### src/hw/rtl/assert_macros.svh
// Assertion macros used by the RTL file that checks its own behavior.
`ifndef ASSERT_MACROS_SVH
`define ASSERT_MACROS_SVH

// Same-cycle implication, disabled while reset is high.
`define ASSERT_IMPLY(label, clk, rst, ante, cons, msg) \
   label: assert property (@(posedge clk) disable iff (rst) (ante) |-> (cons)) else $error(msg);

// Next-cycle implication, disabled while reset is high.
`define ASSERT_NEXT(label, clk, rst, ante, cons, msg) \
   label: assert property (@(posedge clk) disable iff (rst) (ante) |=> (cons)) else $error(msg);

`endif

### src/hw/rtl/tnopt_pkg.sv
// Types and constants for the Telnet option negotiator.
package tnopt_pkg;

   localparam int OPTION_COUNT_DEF = 256;
   localparam int OPT_W            = 8;
   localparam int MODE_W           = 3;
   localparam int ENTRY_W          = 6;
   localparam int SIDE_W           = 3;

   localparam logic [7:0] CMD_WILL = 8'd251;
   localparam logic [7:0] CMD_WONT = 8'd252;
   localparam logic [7:0] CMD_DO   = 8'd253;
   localparam logic [7:0] CMD_DONT = 8'd254;
   localparam logic [7:0] CMD_NONE = 8'd0;

   typedef enum logic [1:0] {
      ST_NO      = 2'd0,
      ST_YES     = 2'd1,
      ST_WANTNO  = 2'd2,
      ST_WANTYES = 2'd3
   } side_state_type;

   typedef enum logic [1:0] {
      EV_GOT_ENABLE  = 2'd0,
      EV_GOT_DISABLE = 2'd1,
      EV_ASK_ENABLE  = 2'd2,
      EV_ASK_DISABLE = 2'd3
   } event_kind_type;

   typedef enum logic [1:0] {
      SEND_NONE    = 2'd0,
      SEND_ACCEPT  = 2'd1,
      SEND_DECLINE = 2'd2
   } send_kind_type;

   typedef enum logic [2:0] {
      ERR_NONE          = 3'd0,
      ERR_DIS_ANSWERED  = 3'd1,
      ERR_ALREADY_EN    = 3'd2,
      ERR_EN_QUEUED     = 3'd3,
      ERR_NEGOT_EN      = 3'd4,
      ERR_ALREADY_DIS   = 3'd5,
      ERR_NEGOT_DIS     = 3'd6,
      ERR_DIS_QUEUED    = 3'd7
   } error_type;

   typedef struct packed {
      event_kind_type kind;
      side_state_type state;
      logic           queue;
      logic           permit;
   } side_in_type;

   typedef struct packed {
      side_state_type state;
      logic           queue;
      send_kind_type  send;
      logic           notify_valid;
      logic           notify_enable;
      error_type      error;
   } side_out_type;

endpackage

### src/hw/rtl/tnopt_side.sv
// Q-method transition logic for one side (local or remote) of an option.
module tnopt_side (
   input  tnopt_pkg::side_in_type  side_in,
   output tnopt_pkg::side_out_type side_out
);

   always_comb begin
      side_out               = '0;
      side_out.state         = side_in.state;
      side_out.queue         = side_in.queue;
      side_out.send          = tnopt_pkg::SEND_NONE;
      side_out.error         = tnopt_pkg::ERR_NONE;
      case (side_in.kind)
         tnopt_pkg::EV_GOT_ENABLE: begin
            case (side_in.state)
               tnopt_pkg::ST_NO: begin
                  if (side_in.permit) begin
                     side_out.state         = tnopt_pkg::ST_YES;
                     side_out.send          = tnopt_pkg::SEND_ACCEPT;
                     side_out.notify_valid  = 1'b1;
                     side_out.notify_enable = 1'b1;
                  end else begin
                     side_out.send = tnopt_pkg::SEND_DECLINE;
                  end
               end
               tnopt_pkg::ST_WANTNO: begin
                  side_out.error = tnopt_pkg::ERR_DIS_ANSWERED;
                  if (!side_in.queue) begin
                     side_out.state = tnopt_pkg::ST_NO;
                  end else begin
                     side_out.state         = tnopt_pkg::ST_YES;
                     side_out.queue         = 1'b0;
                     side_out.notify_valid  = 1'b1;
                     side_out.notify_enable = 1'b1;
                  end
               end
               tnopt_pkg::ST_WANTYES: begin
                  if (!side_in.queue) begin
                     side_out.state         = tnopt_pkg::ST_YES;
                     side_out.notify_valid  = 1'b1;
                     side_out.notify_enable = 1'b1;
                  end else begin
                     side_out.state = tnopt_pkg::ST_WANTNO;
                     side_out.queue = 1'b0;
                     side_out.send  = tnopt_pkg::SEND_DECLINE;
                  end
               end
               default: begin
               end
            endcase
         end
         tnopt_pkg::EV_GOT_DISABLE: begin
            case (side_in.state)
               tnopt_pkg::ST_YES: begin
                  side_out.state        = tnopt_pkg::ST_NO;
                  side_out.send         = tnopt_pkg::SEND_DECLINE;
                  side_out.notify_valid = 1'b1;
               end
               tnopt_pkg::ST_WANTNO: begin
                  if (!side_in.queue) begin
                     side_out.state = tnopt_pkg::ST_NO;
                  end else begin
                     side_out.state = tnopt_pkg::ST_WANTYES;
                     side_out.queue = 1'b0;
                     side_out.send  = tnopt_pkg::SEND_ACCEPT;
                  end
               end
               tnopt_pkg::ST_WANTYES: begin
                  side_out.state = tnopt_pkg::ST_NO;
                  side_out.queue = 1'b0;
               end
               default: begin
               end
            endcase
         end
         tnopt_pkg::EV_ASK_ENABLE: begin
            case (side_in.state)
               tnopt_pkg::ST_NO: begin
                  side_out.state = tnopt_pkg::ST_WANTYES;
                  side_out.send  = tnopt_pkg::SEND_ACCEPT;
               end
               tnopt_pkg::ST_YES: side_out.error = tnopt_pkg::ERR_ALREADY_EN;
               tnopt_pkg::ST_WANTNO: begin
                  if (!side_in.queue) side_out.queue = 1'b1;
                  else                side_out.error = tnopt_pkg::ERR_EN_QUEUED;
               end
               default: begin
                  if (!side_in.queue) side_out.error = tnopt_pkg::ERR_NEGOT_EN;
                  else                side_out.queue = 1'b0;
               end
            endcase
         end
         default: begin
            case (side_in.state)
               tnopt_pkg::ST_NO: side_out.error = tnopt_pkg::ERR_ALREADY_DIS;
               tnopt_pkg::ST_YES: begin
                  // A local disable reports the side as gone at once.
                  side_out.state        = tnopt_pkg::ST_WANTNO;
                  side_out.send         = tnopt_pkg::SEND_DECLINE;
                  side_out.notify_valid = 1'b1;
               end
               tnopt_pkg::ST_WANTNO: begin
                  if (!side_in.queue) side_out.error = tnopt_pkg::ERR_NEGOT_DIS;
                  else                side_out.queue = 1'b0;
               end
               default: begin
                  if (!side_in.queue) side_out.queue = 1'b1;
                  else                side_out.error = tnopt_pkg::ERR_DIS_QUEUED;
               end
            endcase
         end
      endcase
   end

endmodule

### src/hw/rtl/telnet_option_negotiator_unit.sv
// Top level of the Telnet Q-method option negotiator: option table and result stage.
//
//   channel  direction  handshake              payload
//   request  in         start & !busy          req_mode, req_option, req_permit
//   response out        rsp_strobe (one cycle) rsp_send_*, rsp_notify_*, rsp_error_code,
//                                              rsp_local_enabled, rsp_remote_enabled
//
// A transaction's entry is first read from the synchronous table into a register;
// the update and its result then go into the output register.
// A new transaction can be accepted every cycle while busy is low; a
// write-to-read forwarding register covers back-to-back transactions on the same option.
// Synchronous reset clears one valid bit per table entry, so an entry not yet
// written reads as both sides NO with empty queues; no clearing pass is needed.
// busy is high during reset and in the cycle that follows it. The receiver cannot stall.
`include "assert_macros.svh"

module telnet_option_negotiator_unit #(
   parameter int OPTION_COUNT = tnopt_pkg::OPTION_COUNT_DEF
) (
   input  logic                          clock,
   input  logic                          reset,
   input  logic                          start,
   output logic                          busy,
   input  logic [tnopt_pkg::MODE_W-1:0]  req_mode,
   input  logic [tnopt_pkg::OPT_W-1:0]   req_option,
   input  logic                          req_permit,
   output logic                          rsp_strobe,
   output logic                          rsp_send_valid,
   output logic [7:0]                    rsp_send_command,
   output logic [tnopt_pkg::OPT_W-1:0]   rsp_send_option,
   output logic                          rsp_notify_valid,
   output logic                          rsp_notify_enable,
   output logic                          rsp_notify_remote,
   output logic [2:0]                    rsp_error_code,
   output logic                          rsp_local_enabled,
   output logic                          rsp_remote_enabled
);

   localparam int IDX_W = (OPTION_COUNT > 1) ? $clog2(OPTION_COUNT) : 1;
   localparam int CNT_W = tnopt_pkg::OPT_W + 1;

   // Accept and range check of the incoming transaction.
   logic             accept;
   logic             req_in_range;
   logic [IDX_W-1:0] req_addr;

   // Option table: one 6-bit entry per option plus a reset-cleared valid bit.
   logic [tnopt_pkg::ENTRY_W-1:0] table_mem [OPTION_COUNT];
   logic [OPTION_COUNT-1:0]       vld_ff;
   logic [tnopt_pkg::ENTRY_W-1:0] rd_data_ff;
   logic                          rd_valid_ff;

   // Forwarding of the entry written in the same cycle as the read.
   logic                          fwd_hit_ff;
   logic [tnopt_pkg::ENTRY_W-1:0] fwd_data_ff;

   // Transaction held while its table entry is read.
   logic                          s1_valid_ff;
   logic                          s1_in_range_ff;
   logic [tnopt_pkg::MODE_W-1:0]  s1_mode_ff;
   logic [tnopt_pkg::OPT_W-1:0]   s1_option_ff;
   logic                          s1_permit_ff;
   logic [IDX_W-1:0]              s1_addr_ff;

   logic                          busy_ff;

   // Update path.
   logic [tnopt_pkg::ENTRY_W-1:0] entry_cur;
   logic [tnopt_pkg::ENTRY_W-1:0] entry_new;
   logic                          remote;
   logic [tnopt_pkg::SIDE_W-1:0]  side_bits;
   logic                          wr_en;
   tnopt_pkg::side_in_type        side_in;
   tnopt_pkg::side_out_type       side_out;
   logic [7:0]                    cmd_byte;

   // Response register and its next value.
   logic                          rsp_strobe_ff;
   logic                          send_valid_ff,  send_valid_in;
   logic [7:0]                    send_cmd_ff,    send_cmd_in;
   logic [tnopt_pkg::OPT_W-1:0]   send_opt_ff;
   logic                          notify_valid_ff, notify_valid_in;
   logic                          notify_en_ff,   notify_en_in;
   logic                          notify_rem_ff,  notify_rem_in;
   logic [2:0]                    error_ff,       error_in;
   logic                          local_en_ff,    local_en_in;
   logic                          remote_en_ff,   remote_en_in;

   assign accept       = start && !busy_ff;
   assign req_in_range = {1'b0, req_option} < CNT_W'(OPTION_COUNT);
   assign req_addr     = req_option[IDX_W-1:0];

   // Synchronous table memory: one write port, one registered read port.
   always_ff @(posedge clock) begin
      if (wr_en) begin
         table_mem[s1_addr_ff] <= entry_new;
      end
      if (accept && req_in_range) begin
         rd_data_ff <= table_mem[req_addr];
      end
   end

   always_ff @(posedge clock) begin
      if (reset) begin
         vld_ff      <= '0;
         rd_valid_ff <= 1'b0;
         fwd_hit_ff  <= 1'b0;
      end else begin
         if (wr_en) begin
            vld_ff[s1_addr_ff] <= 1'b1;
         end
         if (accept) begin
            rd_valid_ff <= req_in_range && vld_ff[req_addr];
            // The write at this edge is not yet visible to the read; catch it.
            fwd_hit_ff  <= wr_en && (s1_addr_ff == req_addr);
         end
      end
   end

   always_ff @(posedge clock) begin
      fwd_data_ff <= entry_new;
   end

   // Request capture.
   always_ff @(posedge clock) begin
      if (reset) begin
         s1_valid_ff <= 1'b0;
         busy_ff     <= 1'b1;
      end else begin
         s1_valid_ff <= accept;
         busy_ff     <= 1'b0;
      end
   end

   always_ff @(posedge clock) begin
      if (accept) begin
         s1_in_range_ff <= req_in_range;
         s1_mode_ff     <= req_mode;
         s1_option_ff   <= req_option;
         s1_permit_ff   <= req_permit;
         s1_addr_ff     <= req_addr;
      end
   end

   // Current entry: forwarded write, stored value, or the reset value.
   always_comb begin
      if (fwd_hit_ff) begin
         entry_cur = fwd_data_ff;
      end else if (rd_valid_ff) begin
         entry_cur = rd_data_ff;
      end else begin
         entry_cur = '0;
      end
   end

   // Even modes address the remote side, whose bits sit in the upper half.
   assign remote    = !s1_mode_ff[0];
   assign side_bits = remote ? entry_cur[5:3] : entry_cur[2:0];

   assign side_in.kind   = tnopt_pkg::event_kind_type'(s1_mode_ff[2:1]);
   assign side_in.state  = tnopt_pkg::side_state_type'(side_bits[1:0]);
   assign side_in.queue  = side_bits[2];
   assign side_in.permit = s1_permit_ff;

   tnopt_side u_side (
      .side_in  (side_in),
      .side_out (side_out)
   );

   always_comb begin
      if (remote) begin
         entry_new = {side_out.queue, side_out.state, entry_cur[2:0]};
      end else begin
         entry_new = {entry_cur[5:3], side_out.queue, side_out.state};
      end
   end

   assign wr_en = s1_valid_ff && s1_in_range_ff;

   always_comb begin
      case (side_out.send)
         tnopt_pkg::SEND_ACCEPT:  cmd_byte = remote ? tnopt_pkg::CMD_DO : tnopt_pkg::CMD_WILL;
         tnopt_pkg::SEND_DECLINE: cmd_byte = remote ? tnopt_pkg::CMD_DONT : tnopt_pkg::CMD_WONT;
         default:                 cmd_byte = tnopt_pkg::CMD_NONE;
      endcase
   end

   // An option beyond the table gives an empty response that only echoes it.
   always_comb begin
      if (s1_in_range_ff) begin
         send_valid_in   = side_out.send != tnopt_pkg::SEND_NONE;
         send_cmd_in     = cmd_byte;
         notify_valid_in = side_out.notify_valid;
         notify_en_in    = side_out.notify_valid && side_out.notify_enable;
         notify_rem_in   = side_out.notify_valid && remote;
         error_in        = side_out.error;
         local_en_in     = entry_new[1:0] == tnopt_pkg::ST_YES;
         remote_en_in    = entry_new[4:3] == tnopt_pkg::ST_YES;
      end else begin
         send_valid_in   = 1'b0;
         send_cmd_in     = tnopt_pkg::CMD_NONE;
         notify_valid_in = 1'b0;
         notify_en_in    = 1'b0;
         notify_rem_in   = 1'b0;
         error_in        = tnopt_pkg::ERR_NONE;
         local_en_in     = 1'b0;
         remote_en_in    = 1'b0;
      end
   end

   always_ff @(posedge clock) begin
      if (reset) begin
         rsp_strobe_ff <= 1'b0;
      end else begin
         rsp_strobe_ff <= s1_valid_ff;
      end
   end

   always_ff @(posedge clock) begin
      if (s1_valid_ff) begin
         send_valid_ff   <= send_valid_in;
         send_cmd_ff     <= send_cmd_in;
         send_opt_ff     <= s1_option_ff;
         notify_valid_ff <= notify_valid_in;
         notify_en_ff    <= notify_en_in;
         notify_rem_ff   <= notify_rem_in;
         error_ff        <= error_in;
         local_en_ff     <= local_en_in;
         remote_en_ff    <= remote_en_in;
      end
   end

   assign busy               = busy_ff;
   assign rsp_strobe         = rsp_strobe_ff;
   assign rsp_send_valid     = send_valid_ff;
   assign rsp_send_command   = send_cmd_ff;
   assign rsp_send_option    = send_opt_ff;
   assign rsp_notify_valid   = notify_valid_ff;
   assign rsp_notify_enable  = notify_en_ff;
   assign rsp_notify_remote  = notify_rem_ff;
   assign rsp_error_code     = error_ff;
   assign rsp_local_enabled  = local_en_ff;
   assign rsp_remote_enabled = remote_en_ff;

   // Every accepted transaction yields its response once it has passed the read and output registers.
   `ASSERT_NEXT(a_rsp_latency, clock, reset, start && !busy, ##1 rsp_strobe, "response missing after accepted transaction")

   // A command byte is sent only as one of the four negotiation commands.
   `ASSERT_IMPLY(a_cmd_legal, clock, reset, rsp_strobe && rsp_send_valid, (rsp_send_command == tnopt_pkg::CMD_WILL) || (rsp_send_command == tnopt_pkg::CMD_WONT) || (rsp_send_command == tnopt_pkg::CMD_DO) || (rsp_send_command == tnopt_pkg::CMD_DONT), "illegal command byte")

   // An enable notification matches the enabled flag of the side it names.
   `ASSERT_IMPLY(a_notify_flag, clock, reset, rsp_strobe && rsp_notify_valid && rsp_notify_enable, rsp_notify_remote ? rsp_remote_enabled : rsp_local_enabled, "enable notification on a side that is not enabled")

endmodule

### config.mk
export PLATFORM = sky130hd
export DESIGN_NAME = telnet_option_negotiator_unit
export DESIGN_NICKNAME = d
export VERILOG_FILES = /design/src/hw/rtl/tnopt_pkg.sv /design/src/hw/rtl/tnopt_side.sv /design/src/hw/rtl/telnet_option_negotiator_unit.sv
export VERILOG_INCLUDE_DIRS = /design/src /design/src/hw/rtl
export SDC_FILE = /design/constraint.sdc
export NUM_CORES = 2
export LEC_CHECK = 0
export BUFFER_PORTS_ARGS = -buffer_cell sky130_fd_sc_hd__buf_2
export CORE_MARGIN = 2
export CORE_UTILIZATION = 32
export DETAILED_ROUTE_END_ITERATION = 6
export GPL_TIMING_DRIVEN = 1
export PLACE_DENSITY = 0.44
export SYNTH_ARGS = -nofsm -noshare
export SYNTH_HDL_FRONTEND = slang
export SYNTH_HIERARCHICAL = 1
export SYNTH_SLANG_ARGS = --single-unit
### constraint.sdc
create_clock -name clock -period 18 [get_ports clock]
set_input_delay 2.7 -clock clock [delete_from_list [all_inputs] [get_ports clock]]
set_output_delay 2.7 -clock clock [all_outputs]
set_load 0.02 [all_outputs]
**Word level (Yosys, flattened, before mapping)**

Memory sizes are Yosys's and may differ from the RTL's. A register that Yosys moved wholly into a read port is not among the register bits.
Index checks and enable logic that the tools add are counted.

- Bits in registers: 304
- RAM bits: 1536
- Input bits: 15
- Memories: 1

- $lt $le $gt $ge: 3
- Eq/ne operators: 10
- Multiplexer cells: 48
- Bitwise gates (word level): 1
- Reduce and logical (&&, ||, !) cells: 12

Memory list:

| memory | words | bits a word | read ports | clocked after Yosys merged registers in | wr ports | line | text |
|---|---|---|---|---|---|---|---|
| table_mem | 256 | 6 | 1 | 1 | 1 | telnet_option_negotiator_unit.sv:48 | `logic [tnopt_pkg::ENTRY_W-1:0] table_mem [OPTION_COUNT];` |

Operators with widths:

| operator | number |
|---|---|
| $or 256x256->256 | 1 |
| $pmux 3 s3 | 3 |
| $mux 2 | 11 |
| $lt 8x9->1 const B | 2 |
| $mux 3 | 6 |
| $mux 6 | 3 |
| $pmux 8 s2 | 1 |
| $pmux 5 s3 | 1 |
| $pmux 2 s2 | 3 |
| $pmux 2 s3 | 2 |
| $mux 1 | 11 |
| $eq 2x1->1 const B | 5 |
| $bmux 1 s8 | 1 |
| $demux 1 s8 | 1 |
| $eq 2x2->1 const B | 4 |
| $eq 8x8->1 | 1 |
| $ge 8x1->1 const B | 1 |
| $pmux 1 s2 | 4 |
| $logic_and 1x1->1 | 5 |
| $logic_not 2->1 | 2 |
| $reduce_or 2->1 | 2 |
| $pmux 1 s3 | 1 |
| $logic_not 1->1 | 2 |
| $reduce_bool 2->1 | 1 |

**Depth between registers and ports, before layout**

- Depth in word-level cells: 9
- Depth in mapped cells: 13
- Depth with buffers taken out: 12

**Modules after synthesis**

Netlist, hierarchy kept.

By module, submodules not included:

| module | times used | cells each | area each (um^2) | seq. area each (um^2) |
|---|---|---|---|---|
| telnet_option_negotiator_unit | 1 | 3856 | 70533.9 | 52640.5 |
| tnopt_side | 1 | 67 | 480.5 | 0.0 |

**Least setup slack after synthesis**

Ideal clock, no wire load.

- Path kind: flip-flop to flip-flop
- From: register s1_mode_ff[0] in the netlist's numbering
- To: memory table_mem[0][1] in the netlist's numbering, data pin
- Library setup time: 1.649 ns
- Data arrival time: 9.835 ns
- Data required time: 16.351 ns
- Path slack: 6.516 ns
- Stages on the path, launching flop included: 12
- Path buffers: 3
- Clock period less this slack: 11.484 ns
- Cells stage by stage: edfxtp_1 clkbuf_1 clkbuf_1 mux2i_1 inv_1 ha_1 clkbuf_1 nand3b_1 and3_1 o32ai_1 inv_1 mux2i_1

RTL lines:

| item | line | text |
|---|---|---|
| from (decl) | telnet_option_negotiator_unit.sv:60 | `logic [tnopt_pkg::MODE_W-1:0] s1_mode_ff;` |
| from (signal assigned) | telnet_option_negotiator_unit.sv:138 | `s1_mode_ff <= req_mode;` |
| to (decl) | telnet_option_negotiator_unit.sv:48 |  |

==> results.txt <==
Ys Warns: 6
Reg clk slew, reported paths: 0.06 ns
die area: 226000 µm²
area of the multi-input gates: 17200 µm²
Yosys reg bits: 1842
syn_nets: 3950
clock sink count: 1842
Routed Antenna Nets: 0
min Tclk post-route: 7.13 ns
Slew Limit Fails: 0
Rows: 172
most used cell, CP: buf_4
Post-CTS Setup Bufs: 0
Hold Path Class: flip-flop to flip-flop
fraction of layout instances using a drive strength above 1: 0.220
Least-Margin Pin Slew: 1.28 ns
crit path capture type: flip-flop
largest cells by area after synthesis: edfxtp_1 (67%), mux4_2 (14%), dfxtp_1 (7.5%)
die height: 475 µm
share of flip-flops with an asynchronous set or reset: 0
DRC Markers: 0
CP Cell Sequence: buf_8, buf_4, buf_4, buf_4, mux4_2, a22oi_1, a21oi_1, nor4_1, o22ai_1, or2_1
Arrival @ worst endpoint: 7.72 ns
VDD IR max: 94.4 µV
Reg power frac: 0.504
Static Leak: 25.3 nW
I/O pin count: 42
routed via count: 36600
# port buffers: 41
Synth top cells by count: edfxtp_1 (1575), nor2_1 (731), mux4_2 (436)
Layout area overhead: 14.4%
Switch Pwr: 2.05 mW
post-cts hold buffer count: 0
initial core utilization: 0.323
largest net degree at the start of global routing: 194
most common cell in the synthesized netlist: edfxtp_1
TritonCTS buffer count: 201
Hold WS: 0.463 ns
post-synth cell types: 58
crit-path max FO: 72
sequential area share after synthesis: 0.741
Post-synth EDFFs: 1575
Congestion Overflow GR: 0
die width: 475 µm
Mapped Avg Cell Area: 18.1 µm²
Longest Clk Path Bufs: 3
Clk Latency, worst-skew pair: 0.86 ns
Clk network pwr share: 0.452
power per cell area: 114 nW/µm²
Total Power: 9.24 mW
max cap viols: 0
initial antenna violation count: 10
Worst Clk Skew: 0.0558 ns
Final Hold Viols: 0
Crit path largest cell delay: 0.82 ns
Total Routing Usage GR: 0.177
area of the core: 220000 µm²
Pre-antenna DRT Iters: 5
combinational power share: 0.044
WS Path Type: input pin to flip-flop
setup TNS: 0 ns
RSZ-0062 raised after global routing: no
share of the synthesized area in the top cell type: 0.666
Detail Placement HPWL: 121 mm
gpl congestion: 0.786
Mapped Area: 71000 µm²
startpoint class of the critical path: input pin
Max Clock Freq: 140 MHz
sw frac: 0.222
Mapped Cells: 3923
Resized cells post-CTS: 0
cell internal pwr: 7.19 mW
Final Cycle Share: 0.396
Yosys top cell by area: edfxtp_1
Routed WL per cell: 28.1 µm
Vias/cell: 5.13
First DRT Iteration DRCs: 3389
number of global-route vias before repair: 37000
CTS tree: built
Final setup viols: 0
H-tree Lvls: 4
Max-slew headroom: 0.146
NumNets Final: 4017
Routed WL: 201 mm
status: complete, no violations
worst path required time: 18.60 ns
CP max stage cell: buf_4
Most used DFF post-synth: edfxtp_1
Root Buffer: clkbuf_16
first-pass GRT wire length: 285 mm
Seq. cell area: 52600 µm²
# fillers: 20200
==> path summary, 6_finish.rpt <==
path | end | slack, ns | cells past startpoint | startpoint
setup reg to reg | table_mem[85][0] | 12.10 | 12 | fwd_hit_ff
hold reg to reg | vld_ff[217] | 0.46 | 2 | vld_ff[217]
setup / recovery | rd_data_ff[3] | 10.87 | 10 | req_option[0]
hold / removal | vld_ff[217] | 0.46 | 2 | vld_ff[217]
==> metal layers <==
layer	GRT usage	wire, µm	vias to the layer above
met5	0	0	-
met4	0.0516	5180	0
met3	0.0281	10200	280
met2	0.282	95300	1034
met1	0.248	89900	19600
li1	-	-	15700
==> critical path, delay by kind of cell <==
kind / cells / cell delay (ns)
AND/OR/NAND/NOR: 2 / 0.61
AO/OA/AOI/OAI: 3 / 0.64
buffers and inverters: 4 / 2.96
multiplexers: 1 / 0.59
==> area by class of cell <==
class / count / area share
Multi-Input combinational cell: 1810 / 0.212
Timing Repair Buffer: 118 / 0.0107
Sequential cell: 1842 / 0.648
Antenna cell: 3 / 0.0000924
Inverter: 17 / 0.000786
Clock buffer: 271 / 0.0677
Tap cell: 2958 / 0.0456
Clock inverter: 113 / 0.0151
==> sequential cells by signal, summed over array words and instances, names as in the netlist, 3 cells and up <==
name,flops
table_mem,1536
vld_ff,256
rsp_send_option,8
s1_addr_ff,8
fwd_data_ff,6
rd_data_ff,6
rsp_send_command,4
rsp_error_code,3
s1_mode_ff,3
==> metrics by stage <==
step / instances / area (µm²) / util / setup slack (ns)
4_1_cts: 7129 / 81200 / 0.369 / 10.84
5_1_grt: 7131 / 81200 / 0.369 / 10.38
3_5_place_dp: 6745 / 74500 / 0.338 / 9.91
6_report: 7132 / 81200 / 0.369 / 10.87
2_1_floorplan: 3923 / 71000 / - / 6.52
3_3_place_gp: 6745 / 74500 / 0.338 / 9.91
==> cells by family (layout without fill, tap and decap cells) <==
group,Yosys count,after routing,share of synthesized area
mux,481,481,0.145
xor+xnor,9,9,0.00111
fa+ha+maj,12,12,0.00211
other cells,0,3,0
compound gates,395,395,0.0395
simple gates,913,913,0.0532
flops,1842,1842,0.741
buf+inv,271,519,0.0180
==> placed cells by master (no fill, tap or decap), drive strengths merged, types with 9 or more instances in the layout <==
| master | netlist | routed |
|---|---|---|
| mux4 | 436 | 436 |
| or2 | 12 | 12 |
| mux2 | 10 | 10 |
| clkinv | 0 | 82 |
| nand2 | 35 | 35 |
| mux2i | 35 | 35 |
| bufinv | 0 | 18 |
| inv | 17 | 26 |
| clkbuf | 154 | 271 |
| nand4 | 15 | 15 |
| xnor2 | 9 | 9 |
| buf | 100 | 118 |
| edfxtp | 1575 | 1575 |
| nor2b | 24 | 24 |
| nand3 | 31 | 31 |
| dfxtp | 267 | 267 |
| a21oi | 104 | 104 |
| a22oi | 207 | 207 |
| ha | 12 | 12 |
| nor4 | 26 | 26 |
| o21ba | 29 | 29 |
| nand2b | 11 | 11 |
| o22ai | 12 | 12 |
| nor2 | 731 | 731 |
==> power groups by stage <==
stage | Clock, mW | Combinational, mW | Sequential (mW)
detailed placement | 0 | 0.418 | 4.74
global placement | 0 | 0.417 | 4.74
floorplan | 0 | 0.250 | 4.77
CTS | 4.27 | 0.418 | 4.65
global route | 4.43 | 0.435 | 4.65
finish | 4.18 | 0.407 | 4.65
Power figures use the tool's default switching activity.
